$ cat src/rtl/vn_pkg.sv
// Shared constants and result type for the 3D vector normaliser.
package vn_pkg;

  localparam int unsigned OUT_W   = 32;
  localparam int unsigned LANES   = 3;
  localparam int unsigned ENTRY_W = LANES * OUT_W + 1;

  localparam logic STATUS_OK    = 1'b0;
  localparam logic STATUS_SHORT = 1'b1;

  typedef struct packed {
    logic             status;
    logic [OUT_W-1:0] uz;
    logic [OUT_W-1:0] uy;
    logic [OUT_W-1:0] ux;
  } result_t;

endpackage

$ cat src/rtl/vn_div_cell.sv
// One restoring-division cell: one quotient bit per cell for one component.
module vn_div_cell #(
  parameter int unsigned W  = 32,
  parameter int unsigned QW = 31
) (
  input  logic          clk_i,
  input  logic          en_i,
  input  logic [W-1:0]  rem_i,
  input  logic          bit_i,
  input  logic [W-1:0]  norm_i,
  input  logic [QW-1:0] quo_i,
  output logic [W-1:0]  rem_o,
  output logic [W-1:0]  norm_o,
  output logic [QW-1:0] quo_o
);
  import vn_pkg::*;

  logic [W:0]    t;
  logic [W:0]    diff;
  logic [W-1:0]  rem_d;
  logic [QW-1:0] quo_d;
  logic [W-1:0]  rem_q;
  logic [W-1:0]  norm_q;
  logic [QW-1:0] quo_q;

  always_comb begin
    t    = {rem_i, bit_i};
    diff = t - {1'b0, norm_i};
    if (t >= {1'b0, norm_i}) begin
      rem_d = diff[W-1:0];
      quo_d = {quo_i[QW-2:0], 1'b1};
    end else begin
      rem_d = t[W-1:0];
      quo_d = {quo_i[QW-2:0], 1'b0};
    end
  end

  always_ff @(posedge clk_i) begin
    if (en_i) begin
      rem_q  <= rem_d;
      norm_q <= norm_i;
      quo_q  <= quo_d;
    end
  end

  assign rem_o  = rem_q;
  assign norm_o = norm_q;
  assign quo_o  = quo_q;

endmodule

$ cat config.mk
export PLATFORM = sky130hd
export DESIGN_NAME = vn_div_cell
export DESIGN_NICKNAME = d
export VERILOG_FILES = /design/src/rtl/vn_pkg.sv /design/src/rtl/vn_div_cell.sv
export SDC_FILE = /design/constraint.sdc
export NUM_CORES = 1
export LEC_CHECK = 0
export ABC_AREA = 1
export BUFFER_PORTS_ARGS = -buffer_cell sky130_fd_sc_hd__buf_2
export CAP_MARGIN = 20
export CORE_MARGIN = 2
export CORE_UTILIZATION = 50
export DETAILED_ROUTE_END_ITERATION = 8
export PLACE_DENSITY_LB_ADDON = 0.15
export SLEW_MARGIN = 30
export SYNTH_ARGS = -nofsm -noshare
export SYNTH_HDL_FRONTEND = slang
export SYNTH_SLANG_ARGS = --single-unit
$ cat constraint.sdc
create_clock -name clk_i -period 4.3 [get_ports clk_i]
set_input_delay 0.215 -clock clk_i [delete_from_list [all_inputs] [get_ports clk_i]]
set_output_delay 0.215 -clock clk_i [all_outputs]
set_load 0.1 [all_outputs]
==> Word-level counts from Yosys, hierarchy flattened <==
Cells that the tools add are included.
{ "word_totals": {"out_inout_bits": 95, "wordCells": 7, "inputBits": 98, "register_bits": 95} }
{ "op_classes": {"n_lt_le_gt_ge": 1, "n_addsub": 1, "muxes": 2} }
{ "ops": {"columns": ["operator", "count"], "rows": [
  [">= comparator 33 x 32 -> 1 bit", 1],
  ["two-way mux 32 bit", 1],
  ["subtractor 32 bit", 1],
  ["two-way mux 1 bit", 1]
]} }

==> Depth between registers and ports, before layout <==
Gate-level depths: netlist (run 1).
{ "logic_depth": {"depth_word": 2, "depth_mapped": 16, "mapped_depth_nobuf": 14} }

==> Least setup slack after synthesis (run 1) <==
OpenSTA, ideal clock, no wires.
{ "synth_path": {"path_kind": "input to register", "from": "in bit_i", "to": "reg rem_q[16], in the netlist rem_o[16], data pin", "setup_ps": 252, "required_time_ps": 4048, "path_stages": 13, "slack_ps": 2472, "arrival_ps": 1575, "path_cell_list": "inv_1 -> ha_1 -> fa_1 -> inv_1 -> nand3_1 -> nand3_1 -> nand2_1 -> nand3_1 -> nand3_1 -> nand2_1 -> nand2_1 -> nand3_2 -> nand2_1"} }
{ "synth_between": {"elab_chain_cells": 2} }
{ "synth_lines": {"columns": ["element", "line_no", "source"], "rows": [
  ["start: declaration", "vn_div_cell.sv:9", "input logic bit_i,"],
  ["subtractor 32 bit / >= comparator 33 x 32 -> 1 bit (equally long branches)", "vn_div_cell.sv:28, vn_div_cell.sv:29", null],
  ["two-way mux 32 bit *", "vn_div_cell.sv:29", "if (t >= {1'b0, norm_i}) begin"],
  ["net rem_d[16]", "vn_div_cell.sv:20", "logic [W-1:0] rem_d;"],
  ["end signal: assignment", "vn_div_cell.sv:40", "rem_q <= rem_d;"],
  ["end: declaration", "vn_div_cell.sv:22", "logic [W-1:0] rem_q;"]
]} }
Mark *: on every way through the listed nets, which the timed path passes. The rest lies on a longest branch.
A chain may end at the register's enable or synchronous reset.

==> Worst setup path after layout (run 1) <==
{ "layout_path": {"from": "in rem_i[2]", "to": "reg rem_q[1], in the netlist rem_o[1], data pin"} }
{ "layout_between": {"elab_chain_cells": 2} }
{ "layout_lines": {"columns": ["element", "line_no", "source"], "rows": [
  ["start: declaration", "vn_div_cell.sv:8", "input logic [W-1:0] rem_i,"],
  [">= comparator 33 x 32 -> 1 bit", "vn_div_cell.sv:29", null],
  ["two-way mux 32 bit", "vn_div_cell.sv:29", null],
  ["net rem_d[1]", "vn_div_cell.sv:20", null]
]} }
The timed path passes the listed nets, and every way through them passes these cells.

==> flow_metrics.tcl, run 1 <==
set metrics [dict create \
    grt_start_max_net_pins 61 \
    power-per-cell-area_mw_per_mm2 449 \
    yosysWarnings 0 \
    design_area_mm2 0.00747 \
    start_kind "input pin" \
    worst_setup_path_end_kind "flip-flop" \
    synth-seq-area-share 0.472 \
    tightest_slew_ns 0.737 \
    synth_nets 878 \
    tns_ns 0 \
    antenna_left 0 \
    synth_top_area_frac 0.472 \
    final_nets 1072 \
    synthFlopType "edfxtp_1" \
    grt_pass1_wl_um 23400 \
    die_h_um 114 \
    clock.fmax_ghz 0.451 \
    synthDistinctLibCells 29 \
    clock-sinks 95 \
    grt.total_usage 0.232 \
    peakVddDrop_mv 0.232 \
    p_int_mw 1.95 \
    core_area_mm2 0.0119 \
    hold_viol 0 \
    hpwl_um 11700 \
    synth_seq_cells 95 \
    syn_avg_cell_area_um2 8.10 \
    crit_arrival_ns 2.31 \
    drt-vias-per-instance 4.76 \
    grt_pass1_vias 4878 \
    maxCapViolations 0 \
    fin_crit_sh 0.516 \
    cts_max_path_buffers 2 \
    status "finished, final reports clean" \
    pre_cts_slack_ns 1.69 \
    p_seq_frac 0.345 \
    required_ns 4.39 \
    cts_resized 0 \
    relSlewSlack 0.509 \
    layout_min_cycle_time_ns 2.22 \
    cts_tree "built" \
    wirelength_um 15000 \
    die_x_um 114 \
    wl_per_cell_um 13.7 \
    cts_setup_buffers 0 \
    combPwrFrac 0.381 \
    cts_made_buffers 9 \
    root_buffer "clkbuf_16" \
    num_vias 5198 \
    syn-instance-count 747 \
    io_pins 193 \
    p_clk_frac 0.274 \
    area_delta_synth_final_pct 23.5 \
    drc_errors 0 \
    antenna_found_initial 0 \
    gp_congestion 0.900 \
    rsz0062_at_grt "false" \
    worst_slack_ns 2.08 \
    report.final.slew_viol_count 0 \
    syn_area_mm2 0.00605 \
    synth-async-reset-ratio 0 \
    p_switching_mw 1.40 \
    worstSetupPathType "input pin to flip-flop" \
    cts_htree_levels 3 \
    power_leakage_nw 4.02 \
    start_util 0.508 \
    synth_most_common_cell "nand2_1" \
    switching_share 0.419 \
    setup_viol 0 \
    placed_cell_area_mm2 0.00712 \
    synthTopCellsByArea "edfxtp_1 47%, nand2_1 17%, inv_1 9.2%" \
    hp-class "input pin to flip-flop" \
    synth_edf_count 95 \
    crit_path_max_fanout 35 \
    yosys.area.top_type "edfxtp_1" \
    drive_above_1_share 0.255 \
    drt-pass1-iter-count 5 \
    cts.reportedPaths.clkPinSlew_ns 0.07 \
    portBuffers 191 \
    power.total_mw 3.35 \
    antenna_cells 0 \
    placementRows 40 \
    ys_top_cells_by_count "276 x nand2_1, 149 x inv_1, 95 x edfxtp_1" \
    first_iter_violations 343 \
    dieArea_mm2 0.0130 \
    overflow 0 \
    hold_buffers 0 \
]
[worst max-delay path, cell delays in order]
cell and delay [ns]:
buf_2 0.11, ha_1 0.39, nand2_2 0.15, inv_1 0.05
nand2_1 0.07, nand2_1 0.05, nand2_1 0.06, nand3_2 0.14
nand2_2 0.12, nand2_2 0.08, nand2_4 0.36, nand2_8 0.30
nand2_1 0.12, o21ai_0 0.09
[layer usage]
metal  global-route usage  vias to the layer above  wire length, µm
li1                     -                     2729                -
met1                0.311                     2262             6880
met2                0.373                      185             6680
met3               0.0425                       22             1040
met4               0.0911                        0              369
met5                    0                        -                0
[cell type report]
class / instances / area (µm²)
clock buffers: 10 / 229
multi-input cells: 490 / 2540
fillers: 1097 / 4440
inverters: 152 / 571
repair buffers: 193 / 973
clock inverters: 6 / 115
well taps: 147 / 184
flip-flops and latches: 95 / 2850
[flip-flops by register name (all words and copies together) (netlist names)]
name and count:
norm_o 32, rem_o 32, quo_o 31
[cells by family after synthesis]
| kind of cell | Yosys count | share of synthesized area |
|---|---|---|
| adder cells (fa/ha/maj) | 33 | 0.0695 |
| buffers and inverters | 162 | 0.108 |
| AND/OR/NAND/NOR | 419 | 0.310 |
| XOR/XNOR | 14 | 0.0203 |
| AO/OA/AOI/OAI | 24 | 0.0203 |
| flip-flops | 95 | 0.472 |
[placed cells by master (no fill, tap or decap)]
master,n
nand2_1,276
buf_2,190
inv_1,149
edfxtp_1,95
nand3_1,52
nor2_1,34
ha_1,32
a21oi_1,21
nand3_2,16
xor2_1,13
nand3b_1,10
clkbuf_16,9
and2_1,8
nor3_1,6
nor2_2,5
nand2_2,4
inv_2,3
bufinv_16,3
buf_4,3
nor3_2,2
nand4_1,2
o21ai_0,2
nand2_4,1
o21bai_1,1
or2_1,1
nor2_4,1
nand2_8,1
xnor2_1,1
fa_1,1
inv_8,1
clkbuf_1,1
clkinv_2,1
inv_6,1
[worst paths after layout]
kind                       from        end  slack, ns  depth (start not counted)
worst max-delay path   rem_i[2]   rem_o[1]       2.08                         14
worst min-delay path  quo_i[22]  quo_o[23]       0.03                          1
[power by group through the flow]
stage	clock, mW	combinational, mW	sequential (mW)
floorplan	0	0.349	1.87
global placement	0	1.27	1.17
detailed placement	0	1.28	1.18
CTS	0.933	1.28	1.16
global route	0.966	1.36	1.17
finish	0.918	1.28	1.16
[stage by stage]
stage               instances  hold slack [ns]   util
finish                   1093           0.0337  0.627
global route             1093           0.0283  0.627
CTS                      1093           0.0286  0.627
detailed placement       1077            0.393  0.598
global placement         1077            0.391  0.598
floorplan                 747            0.314      -
Note: power is estimated with default switching activity, not from simulation.
==> inputs of run 2 (changes only) <==
--- a/config.mk
+++ b/config.mk
@@ -9,7 +9,7 @@
 export BUFFER_PORTS_ARGS = -buffer_cell sky130_fd_sc_hd__buf_2
 export CAP_MARGIN = 20
 export CORE_MARGIN = 2
-export CORE_UTILIZATION = 50
+export CORE_UTILIZATION = 47
 export DETAILED_ROUTE_END_ITERATION = 8
 export PLACE_DENSITY_LB_ADDON = 0.15
 export SLEW_MARGIN = 30
==> constraint.sdc (replaced) <==
create_clock -name clk_i -period 2.03 [get_ports clk_i]
set_input_delay 0.1015 -clock clk_i [delete_from_list [all_inputs] [get_ports clk_i]]
set_output_delay 0.1015 -clock clk_i [all_outputs]
set_load 0.1 [all_outputs]
==> flow_metrics.tcl, run 2 (same netlist as run 1, synthesis figures left out) <==
set metrics [dict create \
    power_leakage_nw 4.59 \
    num_vias 5644 \
    final_common_cell "nand2_1" \
    worst_slack_ns 0.279 \
    fin_cells 1245 \
    cts_htree_levels 3 \
    maxCapViolations 0 \
    area_delta_synth_final_pct 42.6 \
    wl_per_cell_um 13.0 \
    required_ns 2.14 \
    grt_pass1_wl_um 26900 \
    wirelength_um 16200 \
    hold_viol 0 \
    antenna_found_initial 0 \
    hold_end "norm_o[27]" \
    report.final.slew_viol_count 0 \
    antenna_cells 0 \
    clock-sinks 95 \
    drt-pass1-iter-count 6 \
    start_kind "input pin" \
    rsz0062_at_grt "false" \
    worst_setup_path_end_kind "flip-flop" \
    hold_start "norm_i[27]" \
    overflow 0 \
    worstSetupPathType "input pin to flip-flop" \
    cts_max_path_buffers 2 \
    grt.total_usage 0.244 \
    numPlacedInstances 1169 \
    start_util 0.481 \
    status "finished, final reports clean" \
    die_x_um 117 \
    final_nets 1199 \
    hold_path_depth 2 \
    drive_above_1_share 0.287 \
    hpwl_um 12300 \
    peakVddDrop_mv 0.442 \
    relSlewSlack 0.640 \
    drc_errors 0 \
    drt-vias-per-instance 4.53 \
    cts_resized 0 \
    clock.fmax_ghz 0.571 \
    placementRows 41 \
    cts_tree "built" \
    layout_min_cycle_time_ns 1.75 \
    grt_start_max_net_pins 96 \
    placed_cell_area_mm2 0.00773 \
    crit_path_max_fanout 3 \
    antenna_left 0 \
    grt_pass1_vias 5602 \
    setup_viol 0 \
    core_area_mm2 0.0126 \
    cts_made_buffers 9 \
    hp-class "input pin to flip-flop" \
    layout_common_cells "276 x nand2_1, 190 x buf_2, 149 x inv_1" \
    tightest_slew_ns 0.539 \
    fin_crit_sh 0.862 \
    crit_arrival_ns 1.86 \
    gp_congestion 0.919 \
    cts.reportedPaths.clkPinSlew_ns 0.07 \
    root_buffer "clkbuf_16" \
    die_h_um 117 \
    dieArea_mm2 0.0138 \
    first_iter_violations 284 \
    design_area_mm2 0.00862 \
    power-per-cell-area_mw_per_mm2 826 \
    pre_cts_slack_ns -0.0472 \
    io_pins 193 \
    portBuffers 191 \
]
[run 2: cell count changes in the layout (fill, tap and decap cells not counted)]
cell / previous run / this run
clkbuf_1: 1 / 0
clkinv_1: 0 / 1
buf_4: 3 / 64
clkinv_2: 1 / 0
bufinv_16: 3 / 0
inv_8: 1 / 3
clkinv_4: 0 / 2
buf_12: 0 / 6
dlygate4sd3_1: 0 / 60
[run 2: worst max path at each step]
| stage | start | endpoint | slack, ns |
|---|---|---|---|
| 4_1_cts | norm_i[18] | rem_o[14] | 0.31 |
| 6_report | bit_i | rem_o[28] | 0.28 |
| 5_1_grt | bit_i | rem_o[28] | 0.14 |
| 3_5_place_dp | norm_i[21] | rem_o[5] | -0.05 |
| 2_1_floorplan | bit_i | rem_o[16] | 0.32 |
| 3_3_place_gp | bit_i | rem_o[30] | -0.04 |
[run 2: report_power, final]
part | total (mW) | leakage, nW | switching (mW) | internal, mW
Clock | 1.66 | 0.143 | 0.799 | 0.861
Combinational | 3.01 | 3.52 | 2.26 | 0.753
Sequential | 2.45 | 0.929 | 0.0472 | 2.41
Total | 7.12 | 4.59 | 3.10 | 4.02
[run 2: critical path, cell delays in order]
cell and delay, ns:
buf_2 0.07, inv_1 0.04, ha_1 0.21, fa_1 0.41, inv_1 0.09, nand3_1 0.06, nand3_1 0.16, nand3_1 0.10
nand2_1 0.18, nand2_1 0.15, nand2_1 0.10, nand2_1 0.06, nand3_2 0.06, nand2_1 0.05
[run 2: area by class of cell]
| type | count | area [µm²] |
|---|---|---|
| tap | 172 | 215 |
| timing repair buffer | 320 | 2150 |
| multi-input combinational | 490 | 2540 |
| fill | 1103 | 3950 |
| clock buffer | 9 | 225 |
| sequential | 95 | 2850 |
| inverter | 152 | 571 |
| clock inverter | 7 | 63.8 |
[run 2: what timing repair did]
action,in CTS,in global routing
setup endpoints to repair,0,0
endpoints found under the hold margin,60,0
buffers inserted,0,0
hold buffers,60,0
[run 2: metal layers]
layer  wire length [µm]  global-route usage
met5                  0                   0
met4                325              0.0851
met3                934              0.0418
met2               7330               0.405
met1               7630               0.324
[run 2: per-stage QoR]
step	hold slack [ns]	TNS, ns	total power [mW]	util
2_1_floorplan	0.200	0	4.70	-
3_3_place_gp	0.278	-0.533	5.39	0.615
3_5_place_dp	0.280	-0.641	5.41	0.615
4_1_cts	0.0165	0	7.14	0.686
5_1_grt	0.0334	0	7.42	0.686
6_report	0.0172	0	7.12	0.686
==> inputs of run 3 (changes only) <==
==> constraint.sdc (replaced) <==
create_clock -name clk_i -period 2.03 [get_ports clk_i]
set_input_delay 0.406 -clock clk_i [delete_from_list [all_inputs] [get_ports clk_i]]
set_output_delay 0.406 -clock clk_i [all_outputs]
set_load 0.1 [all_outputs]
==> flow_metrics.tcl, run 3 (same netlist as run 1, synthesis figures left out) <==
set metrics [dict create \
    crit_arrival_ns 2.06 \
    wl_per_cell_um 12.9 \
    core_area_mm2 0.0126 \
    grt-busiest-layer "met2" \
    required_ns 2.14 \
    dieArea_mm2 0.0138 \
    power-per-cell-area_mw_per_mm2 844 \
    tightest_slew_ns 0.540 \
    antenna_found_initial 0 \
    tns_ns 0 \
    rsz0062_at_grt "true" \
    numPlacedInstances 1219 \
    antenna_left 0 \
    power.total_mw 7.28 \
    wirelength_um 16000 \
    grt_pass1_wl_um 25100 \
    nFillCells 1101 \
    antenna_cells 0 \
    num_vias 5616 \
    clock.fmax_ghz 0.513 \
    maxCapViolations 0 \
    final_common_cell "nand2_1" \
    area_delta_synth_final_pct 42.6 \
    drt-vias-per-instance 4.53 \
    first_iter_violations 314 \
    cts_htree_levels 3 \
    drive_above_1_share 0.368 \
    relSlewSlack 0.640 \
    overflow 0 \
    fin_util 0.686 \
    grt.total_usage 0.227 \
    peakVddDrop_mv 0.510 \
    start_util 0.481 \
    hp-class "input pin to flip-flop" \
    drt-pass1-iter-count 5 \
    cts_max_path_buffers 2 \
    final_nets 1194 \
    fin_crit_sh 0.960 \
    root_buffer "clkbuf_16" \
    power_leakage_nw 4.62 \
    die_x_um 117 \
    drc_errors 0 \
    met3_usage 0.0438 \
    io_pins 193 \
    grt_start_max_net_pins 96 \
    cts.reportedPaths.clkPinSlew_ns 0.07 \
    clock-sinks 95 \
    placementRows 41 \
    fin_cells 1240 \
    status "finished, final reports clean" \
    worstSetupPathType "input pin to flip-flop" \
    layout_min_cycle_time_ns 1.95 \
    start_kind "input pin" \
    placed_cell_area_mm2 0.00810 \
    hold_viol 0 \
    hpwl_um 12600 \
    worst_setup_path_end_kind "flip-flop" \
    setup_viol 0 \
    die_h_um 117 \
    report.final.slew_viol_count 0 \
    use_met2 0.381 \
    crit_path_max_fanout 14 \
    design_area_mm2 0.00862 \
    met1_usage 0.308 \
    cts_tree "built" \
    layout_common_cells "267 x nand2_1, 190 x buf_2, 149 x inv_1" \
    portBuffers 191 \
    gp_congestion 0.880 \
    cts_made_buffers 9 \
    grt_pass1_vias 5308 \
]
[run 3: changes by cell type in the layout (fill, tap and decap cells not counted), moves of 9 or more]
cell,previous run,this run
nand2_1,276,267
nand2_2,4,13
dlygate4sd3_1,60,0
ha_4,0,9
buf_4,64,120
ha_1,32,23
[run 3: final cells by class]
type	instances	area [µm²]	share of cell area
Sequential cell	95	2850	0.331
Multi-Input combinational cell	490	2730	0.316
Timing Repair Buffer	315	1950	0.226
Inverter	152	571	0.0662
Clock buffer	9	225	0.0261
Tap cell	172	215	0.0250
Clock inverter	7	81.3	0.00943
[run 3: final timing paths]
path | cells past startpoint | slack [ns] | endpoint | start
worst max-delay path | 14 | 0.08 | rem_o[26] | norm_i[17]
worst min-delay path | 1 | 0.22 | quo_o[29] | quo_i[28]
[run 3: critical path: stages]
cell and delay, ns:
buf_2 0.09, inv_1 0.04, ha_1 0.32, nand2_1 0.10
nor2_2 0.17, nand2_2 0.08, nor2_2 0.15, nand2_1 0.07
nand3_1 0.11, nor2_4 0.08, buf_4 0.15, buf_12 0.14
nand3_1 0.08, nand2_1 0.06
[run 3: per-layer routing]
layer,vias to the layer above,wire length [µm]
met4,0,121
met5,-,0
met3,10,942
met2,190,7380
met1,2441,7550
li1,2975,-
[run 3: power breakdown]
| group | leakage (nW) | internal (mW) | total (mW) | switching (mW) |
|---|---|---|---|---|
| clock | 0.147 | 0.971 | 1.73 | 0.759 |
| combinational | 3.54 | 0.807 | 3.10 | 2.29 |
| sequential | 0.929 | 2.41 | 2.45 | 0.0433 |
| total | 4.62 | 4.18 | 7.28 | 3.09 |
[run 3: what timing repair did]
action	CTS	global route
buffers inserted	0	5
gates resized for setup	1	31
pin swaps	0	4
endpoints found under the hold margin	0	0
hold buffers	0	0
setup endpoints to repair	1	30
[run 3: through the flow]
step	setup WS, ns	hold WS, ns
finish	0.0807	0.224
global route	-0.0252	0.216
CTS	0.0163	0.215
detailed placement	-0.387	0.584
global placement	-0.338	0.582
floorplan	0.0115	0.505
