==> config.mk <==
export PLATFORM = sky130hd
export DESIGN_NAME = vn_sqrt_cell
export DESIGN_NICKNAME = d
export VERILOG_FILES = /design/src/rtl/vn_pkg.sv /design/src/rtl/vn_sqrt_cell.sv
export SDC_FILE = /design/constraint.sdc
export NUM_CORES = 1
export LEC_CHECK = 0
export BUFFER_PORTS_ARGS = -buffer_cell sky130_fd_sc_hd__buf_2
export CELL_PAD_IN_SITES_DETAIL_PLACEMENT = 1
export CELL_PAD_IN_SITES_GLOBAL_PLACEMENT = 1
export CORE_ASPECT_RATIO = 0.6
export CORE_MARGIN = 2
export CORE_UTILIZATION = 35
export CTS_CLUSTER_SIZE = 30
export DETAILED_ROUTE_END_ITERATION = 8
export GPL_TIMING_DRIVEN = 0
export MAX_ROUTING_LAYER = met4
export PLACE_DENSITY = 0.84
export SLEW_MARGIN = 20
export SYNTH_ARGS = -nofsm -noshare
export SYNTH_HDL_FRONTEND = slang
export SYNTH_SLANG_ARGS = --single-unit
==> constraint.sdc <==
create_clock -name clk_i -period 4.14 [get_ports clk_i]
set_input_delay 1.035 -clock clk_i [delete_from_list [all_inputs] [get_ports clk_i]]
set_output_delay 1.035 -clock clk_i [all_outputs]
set_load 0.02 [all_outputs]
==> src/rtl/vn_pkg.sv <==
// Shared constants and result type for the 3D vector normaliser.
package vn_pkg;

  localparam int unsigned OUT_W   = 32;
  localparam int unsigned LANES   = 3;
  localparam int unsigned ENTRY_W = LANES * OUT_W + 1;

  localparam logic STATUS_OK    = 1'b0;
  localparam logic STATUS_SHORT = 1'b1;

  typedef struct packed {
    logic             status;
    logic [OUT_W-1:0] uz;
    logic [OUT_W-1:0] uy;
    logic [OUT_W-1:0] ux;
  } result_t;

endpackage

==> src/rtl/vn_sqrt_cell.sv <==
// One digit cell of the pipelined integer square root (one root bit per cell).
module vn_sqrt_cell #(
  parameter int unsigned W = 32
) (
  input  logic             clk_i,
  input  logic             en_i,
  input  logic [2*W-1:0]   x_i,
  input  logic [W+1:0]     rem_i,
  input  logic [W-1:0]     root_i,
  output logic [2*W-1:0]   x_o,
  output logic [W+1:0]     rem_o,
  output logic [W-1:0]     root_o
);
  import vn_pkg::*;

  logic [W+1:0]   r2;
  logic [W+1:0]   trial;
  logic [2*W-1:0] x_d;
  logic [W+1:0]   rem_d;
  logic [W-1:0]   root_d;
  logic [2*W-1:0] x_q;
  logic [W+1:0]   rem_q;
  logic [W-1:0]   root_q;

  always_comb begin
    // bring down the next two radicand bits
    r2    = {rem_i[W-1:0], x_i[2*W-1:2*W-2]};
    trial = {root_i, 2'b01};
    x_d   = {x_i[2*W-3:0], 2'b00};
    if (r2 >= trial) begin
      rem_d  = r2 - trial;
      root_d = {root_i[W-2:0], 1'b1};
    end else begin
      rem_d  = r2;
      root_d = {root_i[W-2:0], 1'b0};
    end
  end

  always_ff @(posedge clk_i) begin
    if (en_i) begin
      x_q    <= x_d;
      rem_q  <= rem_d;
      root_q <= root_d;
    end
  end

  assign x_o    = x_q;
  assign rem_o  = rem_q;
  assign root_o = root_q;

endmodule

# ---- Yosys cells after proc, flatten, opt, wreduce, memory -nomap -nowiden
# Cells that the tools add are included.
dict set report word_totals {
  out_inout_bits 130
  elab_cells 7
  ff_bits 128
  in_bits 132
}
dict set report classes {
  n_addsub 1
  magnitude_cmp 1
  mux 2
}
# op n
set ops {}
lappend ops {{$ge A34 B34 Y1} 1}
lappend ops {{$mux W34} 1}
lappend ops {{$sub A34 B34 Y34} 1}
lappend ops {{$mux W1} 1}

# ---- Logic depth before layout (Yosys ltp)
# Gate-level depths: netlist of run 1.
dict set report logic_depth {
  depth_word 2
  depth_mapped 14
  mapped_depth_nobuf 11
}

# ---- Least setup slack after synthesis of run 1
# No wires, ideal clock.
dict set report synth_timing {
  path_type {input to register}
  startpoint {input root_i[7]}
  endpoint {register rem_q[25] (netlist: rem_o[25]) (data pin)}
  required_time_ns 3.880
  arrival_time_ns 3.396
  slack_ns 0.483
  path_buffers 2
  setup_ns 0.260
  cell_stages 13
  cell_sequence {inv_1 > ha_1 > nand3_2 > nor4b_2 > o31ai_2 > a2111oi_4 > o21ai_2 > a21boi_4 > nor2_4 > inv_2 > buf_6 > buf_12 > mux2_4}
}
dict set report synth_via {
  elab_chain_len 2
  elab_cells_between_ends 3
  cone_classes {add/sub: 1; order compare: 1; mux: 1}
}
# item line_no
set synth_lines {}
lappend synth_lines {{from (decl)} vn_sqrt_cell.sv:9} ;# input logic [W-1:0] root_i,
lappend synth_lines {{$sub A34 B34 Y34 or $ge A34 B34 Y1 (tied branches)} {vn_sqrt_cell.sv:31, vn_sqrt_cell.sv:30}}
lappend synth_lines {{$mux W34 *} vn_sqrt_cell.sv:30} ;# if (r2 >= trial) begin
lappend synth_lines {{net rem_d[25]} vn_sqrt_cell.sv:19} ;# logic [W+1:0] rem_d;
lappend synth_lines {{to (signal assigned)} vn_sqrt_cell.sv:42} ;# rem_q <= rem_d;
lappend synth_lines {{to (decl)} vn_sqrt_cell.sv:22} ;# logic [W+1:0] rem_q;
# Mark *: on every way through the listed nets, which the timed path passes. The rest lies on a longest branch.
# A chain may end at the register's enable or synchronous reset.

# ---- Worst setup path in the final report of run 1
dict set report layout_timing {
  startpoint {input root_i[0]}
  endpoint {register rem_q[25] (netlist: rem_o[25]) (data pin)}
}
# Same word-level chain as after synthesis.

==> results.yml, run 1 <==
run_status:
  status: "complete, no violations"
detailed_routing:
  routed_wl_um: 18760
  vias: 5036
  drt-pass1-iter-count: 5
  drc: 0
  drt_iter0_drc: 349
  viasPerCell: 5.021
  drtAntennaViolNets: 0
  wl_per_cell_um: 18.70
critical_path:
  worstPathMaxFanout: 10
  critPathKind: "in -> reg"
  critPathLaunch: "root_i[0]"
  crit_path_end_kind: "flip-flop"
  critPathArrivalTime_ns: 4.12
  start_kind: "input pin"
  crit_required_ns: 4.31
layout:
  drive_gt1_frac: 0.4310
  fin_area_mm2: 0.008496
  nets: 921
  fin_cells: 1003
  utilization: 0.4881
  area_delta_synth_final_pct: 34.75
cts:
  cts_resized: 0
  cts_sinks: 128
  cts-htree-levels: 4
  numCtsBuffers: 17
  clk_pin_slew_ns: 0.07
  cts_setup_buffers: 0
  clockRootBuffer: "clkbuf_16"
  clock_path_buffers: 2
  cts-hold-fix-buffers: 0
  cts_tree: "yes"
die:
  start_util: 0.3622
  die_height_um: 108.0
  die_width_um: 177.3
  dieArea_mm2: 0.01914
  core_mm2: 0.01741
  ios: 262
  row_count: 37
yosys:
  syn_area_per_cell_um2: 13.22
  ys_types: 60
  synth_edf_count: 128
  synth_top_area_cell: "edfxtp_1"
  yosys.area.top_type_share: 0.6096
  async_flop_share: 0
  synth_area_mm2: 0.006305
  synthTopCellsByCount: "edfxtp_1 (128), inv_1 (41), a21oi_1 (39)"
  synthFlopType: "edfxtp_1"
  synth-seq-cells: 128
  yosysSeqAreaShare: 0.6096
  yosys_warnings: 0
  syn_inst: 477
  post-synth-top-count-cell: "edfxtp_1"
  synth_area_leaders: "edfxtp_1 (61%), ha_1 (6.7%), mux2_2 (3.4%)"
power:
  total_power_mw: 3.903
  pwr-share-comb: 0.212
  switchingPower_mw: 1.171
  power_switching_share: 0.3001
  ir_drop_uv: 232.7
  p_int_mw: 2.732
  power_frac_clock: 0.377
  p_leak_nw: 3.762
  power_frac_seq: 0.411
  p_per_area_mw_per_mm2: 459.4
timing:
  period_needed_ns: 3.952
  setup_slack_ns: 0.1883
  setup-tns-final_ns: 0
  setup_viol: 0
  drv_slew: 0
  hold-worst-slack_ns: 0.7847
  clock.fmax_mhz: 253.1
  relSlewSlack: 0.5687
  rsz0062_at_grt: "no"
  tightest_slew_ns: 0.6369
  post-route-period-util: 0.9545
  hold_viol: 0
placed_design:
  placed_area_mm2: 0.007921
  portBuffers: 257
  place_inst: 970
  dp.final_hpwl_um: 14470
  gp_congestion: 0.8693
  pre_cts_ws_ns: -0.2179
min_path:
  worstHoldStart: "x_i[3]"
  hp-class: "in -> reg"
global_route:
  grt_pass1_vias: 5206
  grt_antenna_before_repair: 1
  grt_use_total: 0.2012
  globalRouteOverflowTotal: 0
  grt_pass1_wl_um: 28250
  grt_max_degree: 81
job:
  maxCapViolations: 0
==> power by group through the flow <==
stage                     logic (mW)  clock network [mW]  registers, mW
after floorplan                0.337                   0           1.80
after global placement         0.798                   0           1.63
after detailed placement       0.820                   0           1.63
after CTS                      0.828                1.51           1.61
after global routing           0.896                1.56           1.62
final                          0.827                1.47           1.60
==> final cells by class <==
cell class                 instances  area (um2)
inverter                          42       157.7
sequential                       128        3844
fill                            1921        8911
tap                              234       292.8
multi-input combinational        299        2237
clock inverter                    15       146.4
timing repair buffer             258        1320
clock buffer                      17       425.4
buffer                             9       70.07
antenna                            1       2.502
==> per-layer routing <==
metal / up-vias / share of wire / global-route usage
met5: - / 0 / -
met4: 0 / 0.0066 / 0.05211
met3: 12 / 0.076 / 0.05134
met2: 194 / 0.45 / 0.3054
met1: 2453 / 0.47 / 0.2703
li1: 2377 / - / -
==> cells by family after synthesis <==
group,after synthesis,synth area share
flops,128,0.6096
compound gates,124,0.1332
simple gates,90,0.07442
buf+inv,51,0.03612
fa+ha+maj,34,0.06747
xor+xnor,27,0.03751
mux,22,0.04108
other cells,1,0.0005948
==> worst max-delay path: stages <==
cell and delay, ns:
buf_2 0.09, inv_1 0.04, ha_1 0.32, nor2b_1 0.17, o31a_1 0.29, o31ai_2 0.49, a2111oi_4 0.19, o21ai_2 0.30
a21boi_4 0.16, nor2_4 0.30, inv_2 0.07, buf_6 0.16, buf_12 0.16, mux2_4 0.30
==> worst paths after layout <==
| path | end | slack (ns) | depth (start not counted) |
|---|---|---|---|
| min | x_o[5] | 0.78 | 1 |
| max | rem_o[25] | 0.19 | 14 |
==> sequential cells by signal, summed over array words and instances (netlist names) <==
signal	flops
x_o	62
root_o	32
rem_o	34
==> layout by cell type (no fill, tap or decap), types with 10 or more instances in the layout <==
cell type / n
buf_2: 257
nor3_1: 11
nand3_1: 14
ha_1: 34
nor2_1: 17
nand2_1: 21
xor2_1: 10
xnor2_1: 17
a21o_1: 17
edfxtp_1: 128
clkbuf_16: 17
inv_1: 41
a21oi_1: 39
mux2_2: 19
o21ai_0: 23
Note: power is estimated with default switching activity, not from simulation.
==> run 2: changes to the inputs <==
--- a/config.mk
+++ b/config.mk
@@ -5,6 +5,7 @@
 export SDC_FILE = /design/constraint.sdc
 export NUM_CORES = 1
 export LEC_CHECK = 0
+export ABC_AREA = 1
 export BUFFER_PORTS_ARGS = -buffer_cell sky130_fd_sc_hd__buf_2
 export CELL_PAD_IN_SITES_DETAIL_PLACEMENT = 1
 export CELL_PAD_IN_SITES_GLOBAL_PLACEMENT = 1
@@ -15,7 +16,8 @@
 export DETAILED_ROUTE_END_ITERATION = 8
 export GPL_TIMING_DRIVEN = 0
 export MAX_ROUTING_LAYER = met4
-export PLACE_DENSITY = 0.84
+export PLACE_DENSITY = 0.87
+export SETUP_SLACK_MARGIN = 0.4
 export SLEW_MARGIN = 20
 export SYNTH_ARGS = -nofsm -noshare
 export SYNTH_HDL_FRONTEND = slang
==> run 2 against run 1 <==
Synthesized cell count grew 60%. Maximum frequency grew 28%. Largest cell class unchanged. First-iteration DRC count grew 17%. Sequential cell count is the same. Non-clock buffer count shrank 1. Sequential power is essentially flat. Routed wire length grew 25%.
==> results.yml, run 2 <==
detailed_routing:
  drc: 0
  wl_per_cell_um: 17.80
  drt_iter0_drc: 408
  drtAntennaViolNets: 0
  routed_wl_um: 23480
  vias: 6162
  viasPerCell: 4.672
  drt-pass1-iter-count: 4
critical_path:
  crit_path_end_kind: "flip-flop"
  worstPathMaxFanout: 4
  slowest_stage: "o21ai_0"
  path_buf_inv: 2
  crit_top_cell: "nand2_1"
  start_kind: "input pin"
  critPathTopFamily: "simple AND/OR/NAND/NOR gates"
  critPathArrivalTime_ns: 3.30
  crit_required_ns: 4.34
  critPathKind: "in -> reg"
  crit_path_cell_trace: "buf_2, inv_1, ha_1, nand2_1, nor2_1, nand2_1, o21ai_0, nand2_1, nand2_1, nand2_1, nand3_1, nand2_1"
  cp_slowest_stage_delay_ns: 0.77
layout:
  fin_cells: 1319
  nets: 1206
  drive_gt1_frac: 0.2991
  multi_input_area_mm2: 0.002481
  seqCellArea_mm2: 0.003844
  area_delta_synth_final_pct: 32.98
  largest_register_ffs: 62
  diodes: 0
  nFillCells: 2309
  final_common_cell: "nand2_1"
  final_cell_mix: "nand2_1 (277), buf_2 (256), edfxtp_1 (128), inv_1 (123), nor2_1 (51)"
global_route:
  grt_pass1_wl_um: 35390
  grt_use_total: 0.2385
  grt_pass1_vias: 6350
  grt_max_degree: 83
  globalRouteOverflowTotal: 0
  grt_antenna_before_repair: 0
yosys:
  post-synth-top-count-cell: "nand2_1"
  synth_edf_count: 128
  yosys_warnings: 0
  synth_area_mm2: 0.006875
  synth_top_area_cell: "edfxtp_1"
  synthTopCellsByCount: "nand2_1 (277), edfxtp_1 (128), inv_1 (123)"
  ys_types: 27
  synth_area_leaders: "edfxtp_1 (56%), nand2_1 (15%), inv_1 (6.7%)"
  syn_inst: 762
  synth-seq-cells: 128
  synthFlopType: "edfxtp_1"
  yosysSeqAreaShare: 0.5591
  yosys.area.top_type_share: 0.5591
  syn_area_per_cell_um2: 9.023
  async_flop_share: 0
cts:
  cts-hold-fix-buffers: 0
  clk_pin_slew_ns: 0.06
  cts_sinks: 128
  cts_setup_buffers: 0
  numCtsBuffers: 17
  cts_tree: "yes"
  cts_resized: 0
  clockRootBuffer: "clkbuf_16"
  clock_path_buffers: 2
  cts-htree-levels: 4
power:
  power_frac_clock: 0.383
  power_switching_share: 0.3093
  power_frac_seq: 0.395
  p_int_mw: 2.820
  ir_drop_uv: 302.1
  p_per_area_mw_per_mm2: 446.5
  p_leak_nw: 4.626
  switchingPower_mw: 1.262
  pwr-share-comb: 0.222
die:
  row_count: 39
  dieArea_mm2: 0.02082
  die_width_um: 184.9
  core_mm2: 0.01913
  ios: 262
  start_util: 0.3594
  die_height_um: 112.6
run_status:
  status: "complete, no violations"
timing:
  hold_viol: 0
  relSlewSlack: 0.3434
  period_needed_ns: 3.098
  setup_viol: 0
  drv_slew: 0
  setup-tns-final_ns: 0
  post-route-period-util: 0.7484
  rsz0062_at_grt: "no"
  tightest_slew_ns: 0.9746
  clock.fmax_mhz: 322.7
min_path:
  hp-class: "in -> reg"
placed_design:
  place_inst: 1287
  portBuffers: 257
  dp.final_hpwl_um: 19020
  gp_congestion: 0.8870
job:
  maxCapViolations: 0
==> run 2: changes by cell type after synthesis, sizes merged, moves of 13 or more <==
cell	before	now
nand3	15	40
a21o	17	1
nand2	21	282
xnor2	17	4
inv	42	128
mux2	22	0
nor2	18	57
==> run 2: cells by family (layout without fill, tap and decap cells) <==
family | Yosys count | in the layout | synth area share
and+or+nand+nor | 399 | 399 | 0.2400
buffers and inverters | 136 | 426 | 0.08062
DFF | 128 | 128 | 0.5591
AOI/OAI and AO/OA | 47 | 47 | 0.03621
adders and majority gates | 34 | 34 | 0.06187
xor gates and xnor gates | 17 | 17 | 0.02166
other | 1 | 2 | 0.0005454
==> run 2: path summary, 6_finish.rpt <==
path,startpoint,end,slack [ns],cells after the start
max,root_i[4],rem_o[29],1.04,12
min,x_i[7],x_o[9],0.77,1
==> run 2: final cells by class <==
| cell class | instances | area share |
|---|---|---|
| Inverter | 128 | 0.05283 |
| Multi-Input combinational cell | 499 | 0.2714 |
| Sequential cell | 128 | 0.4204 |
| Clock inverter | 15 | 0.02025 |
| Clock buffer | 17 | 0.04653 |
| Tap cell | 266 | 0.03640 |
| Buffer | 8 | 0.007801 |
| Timing Repair Buffer | 258 | 0.1444 |
==> run 2: power by group through the flow <==
stage                     Sequential (mW)  Combinational [mW]  Clock, mW
after floorplan                      1.80               0.364          0
after global placement               1.63               0.874          0
after detailed placement             1.64               0.899          0
after CTS                            1.61               0.907       1.60
after global routing                 1.62               0.995       1.65
final                                1.61               0.908       1.56
==> run 2: through the flow <==
stage	hold slack, ns	total power, mW	setup WS [ns]	utilization	cell area [um2]
CTS	0.7421	4.121	1.137	0.4780	9143
global route	0.7500	4.264	0.8099	0.4780	9143
floorplan	1.134	2.166	1.468	-	6879
finish	0.7657	4.082	1.042	0.4780	9143
detailed placement	1.213	2.537	0.6717	0.4460	8532
global placement	1.212	2.506	0.5650	0.4443	8498
==> run 2: per-layer routing <==
metal | vias to the layer above | track usage | wire (um)
met5 | - | - | 0
met4 | 0 | 0.07354 | 330
met3 | 24 | 0.05840 | 1925
met2 | 222 | 0.3348 | 9742
met1 | 2900 | 0.3382 | 11480
li1 | 3016 | - | -
==> run 3: changes to the inputs <==
--- a/config.mk
+++ b/config.mk
@@ -11,12 +11,12 @@
 export CELL_PAD_IN_SITES_GLOBAL_PLACEMENT = 1
 export CORE_ASPECT_RATIO = 0.6
 export CORE_MARGIN = 2
-export CORE_UTILIZATION = 35
+export CORE_UTILIZATION = 33
 export CTS_CLUSTER_SIZE = 30
 export DETAILED_ROUTE_END_ITERATION = 8
 export GPL_TIMING_DRIVEN = 0
 export MAX_ROUTING_LAYER = met4
-export PLACE_DENSITY = 0.87
+export PLACE_DENSITY = 0.86
 export SETUP_SLACK_MARGIN = 0.4
 export SLEW_MARGIN = 20
 export SYNTH_ARGS = -nofsm -noshare
==> constraint.sdc (replaced) <==
create_clock -name clk_i -period 2.8 [get_ports clk_i]
set_input_delay 0.7 -clock clk_i [delete_from_list [all_inputs] [get_ports clk_i]]
set_output_delay 0.7 -clock clk_i [all_outputs]
set_load 0.02 [all_outputs]
==> run 3 against run 2 <==
First-iteration DRC count decreased by 24%. Sequential share of layout area decreased by 2.3 points. Largest cell class unchanged. Via count increased by 1.1%.
==> results.yml, run 3 (synthesis gave the netlist of run 2 again) <==
cts:
  clk_pin_slew_ns: 0.06
  cts_tree: "yes"
  cts-hold-fix-buffers: 0
  clock_path_buffers: 2
  cts-htree-levels: 4
  cts_sinks: 128
  clockRootBuffer: "clkbuf_16"
  numCtsBuffers: 17
die:
  dieArea_mm2: 0.02204
  row_count: 40
  start_util: 0.3400
  ios: 262
  die_width_um: 190.3
  core_mm2: 0.02022
  die_height_um: 115.8
detailed_routing:
  routed_wl_um: 23600
  drt_iter0_drc: 311
  drt-pass1-iter-count: 4
  drc: 0
  viasPerCell: 4.654
  wl_per_cell_um: 17.63
  vias: 6227
  drtAntennaViolNets: 0
global_route:
  grt_pass1_vias: 6180
  globalRouteOverflowTotal: 0
  grt_antenna_before_repair: 1
  grt_use_total: 0.2195
  grt_max_degree: 78
  grt_pass1_wl_um: 34670
layout:
  nets: 1217
  drive_gt1_frac: 0.3656
  final_common_cell: "nand2_1"
  nFillCells: 2411
  largest_register_ffs: 62
  final_cell_mix: "nand2_1 (261), buf_2 (256), edfxtp_1 (128), inv_1 (123), nor2_1 (43)"
  area_delta_synth_final_pct: 40.76
  fin_area_mm2: 0.009678
  utilization: 0.4787
critical_path:
  crit_path_cell_trace: "buf_2, ha_1, nand2_1, nand2_1, a21oi_2, nand3_4, nand2_4, nand3_4, nand2_4, nand2_8, buf_4, o21ai_0"
  worstPathMaxFanout: 8
  crit_required_ns: 3.01
  slowest_stage: "ha_1"
  path_buf_inv: 2
  critPathArrivalTime_ns: 2.58
  critPathLaunch: "rem_i[5]"
  crit_path_end_kind: "flip-flop"
  start_kind: "input pin"
  critPathTopFamily: "simple AND/OR/NAND/NOR gates"
  cp_slowest_stage_delay_ns: 0.35
  critPathKind: "in -> reg"
timing:
  hold-worst-slack_ns: 0.4432
  hold_viol: 0
  period_needed_ns: 2.368
  post-route-period-util: 0.8456
  relSlewSlack: 0.6212
  clock.fmax_mhz: 422.3
  rsz0062_at_grt: "yes"
  setup_viol: 0
  setup_slack_ns: 0.4323
  drv_slew: 0
  tightest_slew_ns: 0.5622
placed_design:
  gp_congestion: 0.8832
  portBuffers: 257
  pre_cts_ws_ns: -0.2773
  placed_area_mm2: 0.008541
  dp.final_hpwl_um: 18700
job:
  maxCapViolations: 0
power:
  total_power_mw: 6.106
  p_per_area_mw_per_mm2: 631.0
  ir_drop_uv: 409.6
  p_leak_nw: 4.734
min_path:
  worstHoldStart: "x_i[60]"
  hp-class: "in -> reg"
run_status:
  status: "complete, no violations"
==> run 3: layout make-up <==
class,instances,area [um2],area share
inverter,128,485.5,0.05016
buffer,8,86.33,0.008920
clock buffer,17,425.4,0.04396
antenna,1,2.502,0.0002586
tap,273,341.6,0.03529
clock inverter,15,175.2,0.01810
multi-input combinational,499,2915,0.3012
timing repair buffer,269,1403,0.1449
sequential,128,3844,0.3972
==> run 3: metrics by stage <==
step	setup TNS, ns	std cells
2_1_floorplan	0	763
3_3_place_gp	-59.41	1293
3_5_place_dp	-5.948	1294
4_1_cts	0	1333
5_1_grt	0	1338
6_report	0	1338
==> run 3: timing repair <==
action	CTS	global route
endpoints found under the setup margin	32	33
setup buffers	7	4
gates resized for setup	25	70
pin swaps	3	10
==> run 3: final timing paths <==
kind                  cells after the start  endpoint  slack (ns)
worst min-delay path                      1   x_o[62]        0.44
worst max-delay path                     12  rem_o[1]        0.43
==> run 3: report_power, final <==
| part | internal (mW) | switching, mW | total (mW) | leakage [nW] |
|---|---|---|---|---|
| registers | 2.33 | 0.0442 | 2.38 | 1.25 |
| logic | 0.512 | 0.969 | 1.48 | 3.19 |
| clock network | 1.33 | 0.915 | 2.25 | 0.288 |
==> run 3: layer usage <==
layer  global-route usage  wire (um)  vias to the layer above
met3              0.05391       1651                       14
met5                    -          0                        -
met4              0.04806        171                        0
li1                     -          -                     3036
met1               0.3201      11680                     2980
met2               0.3050      10100                      197
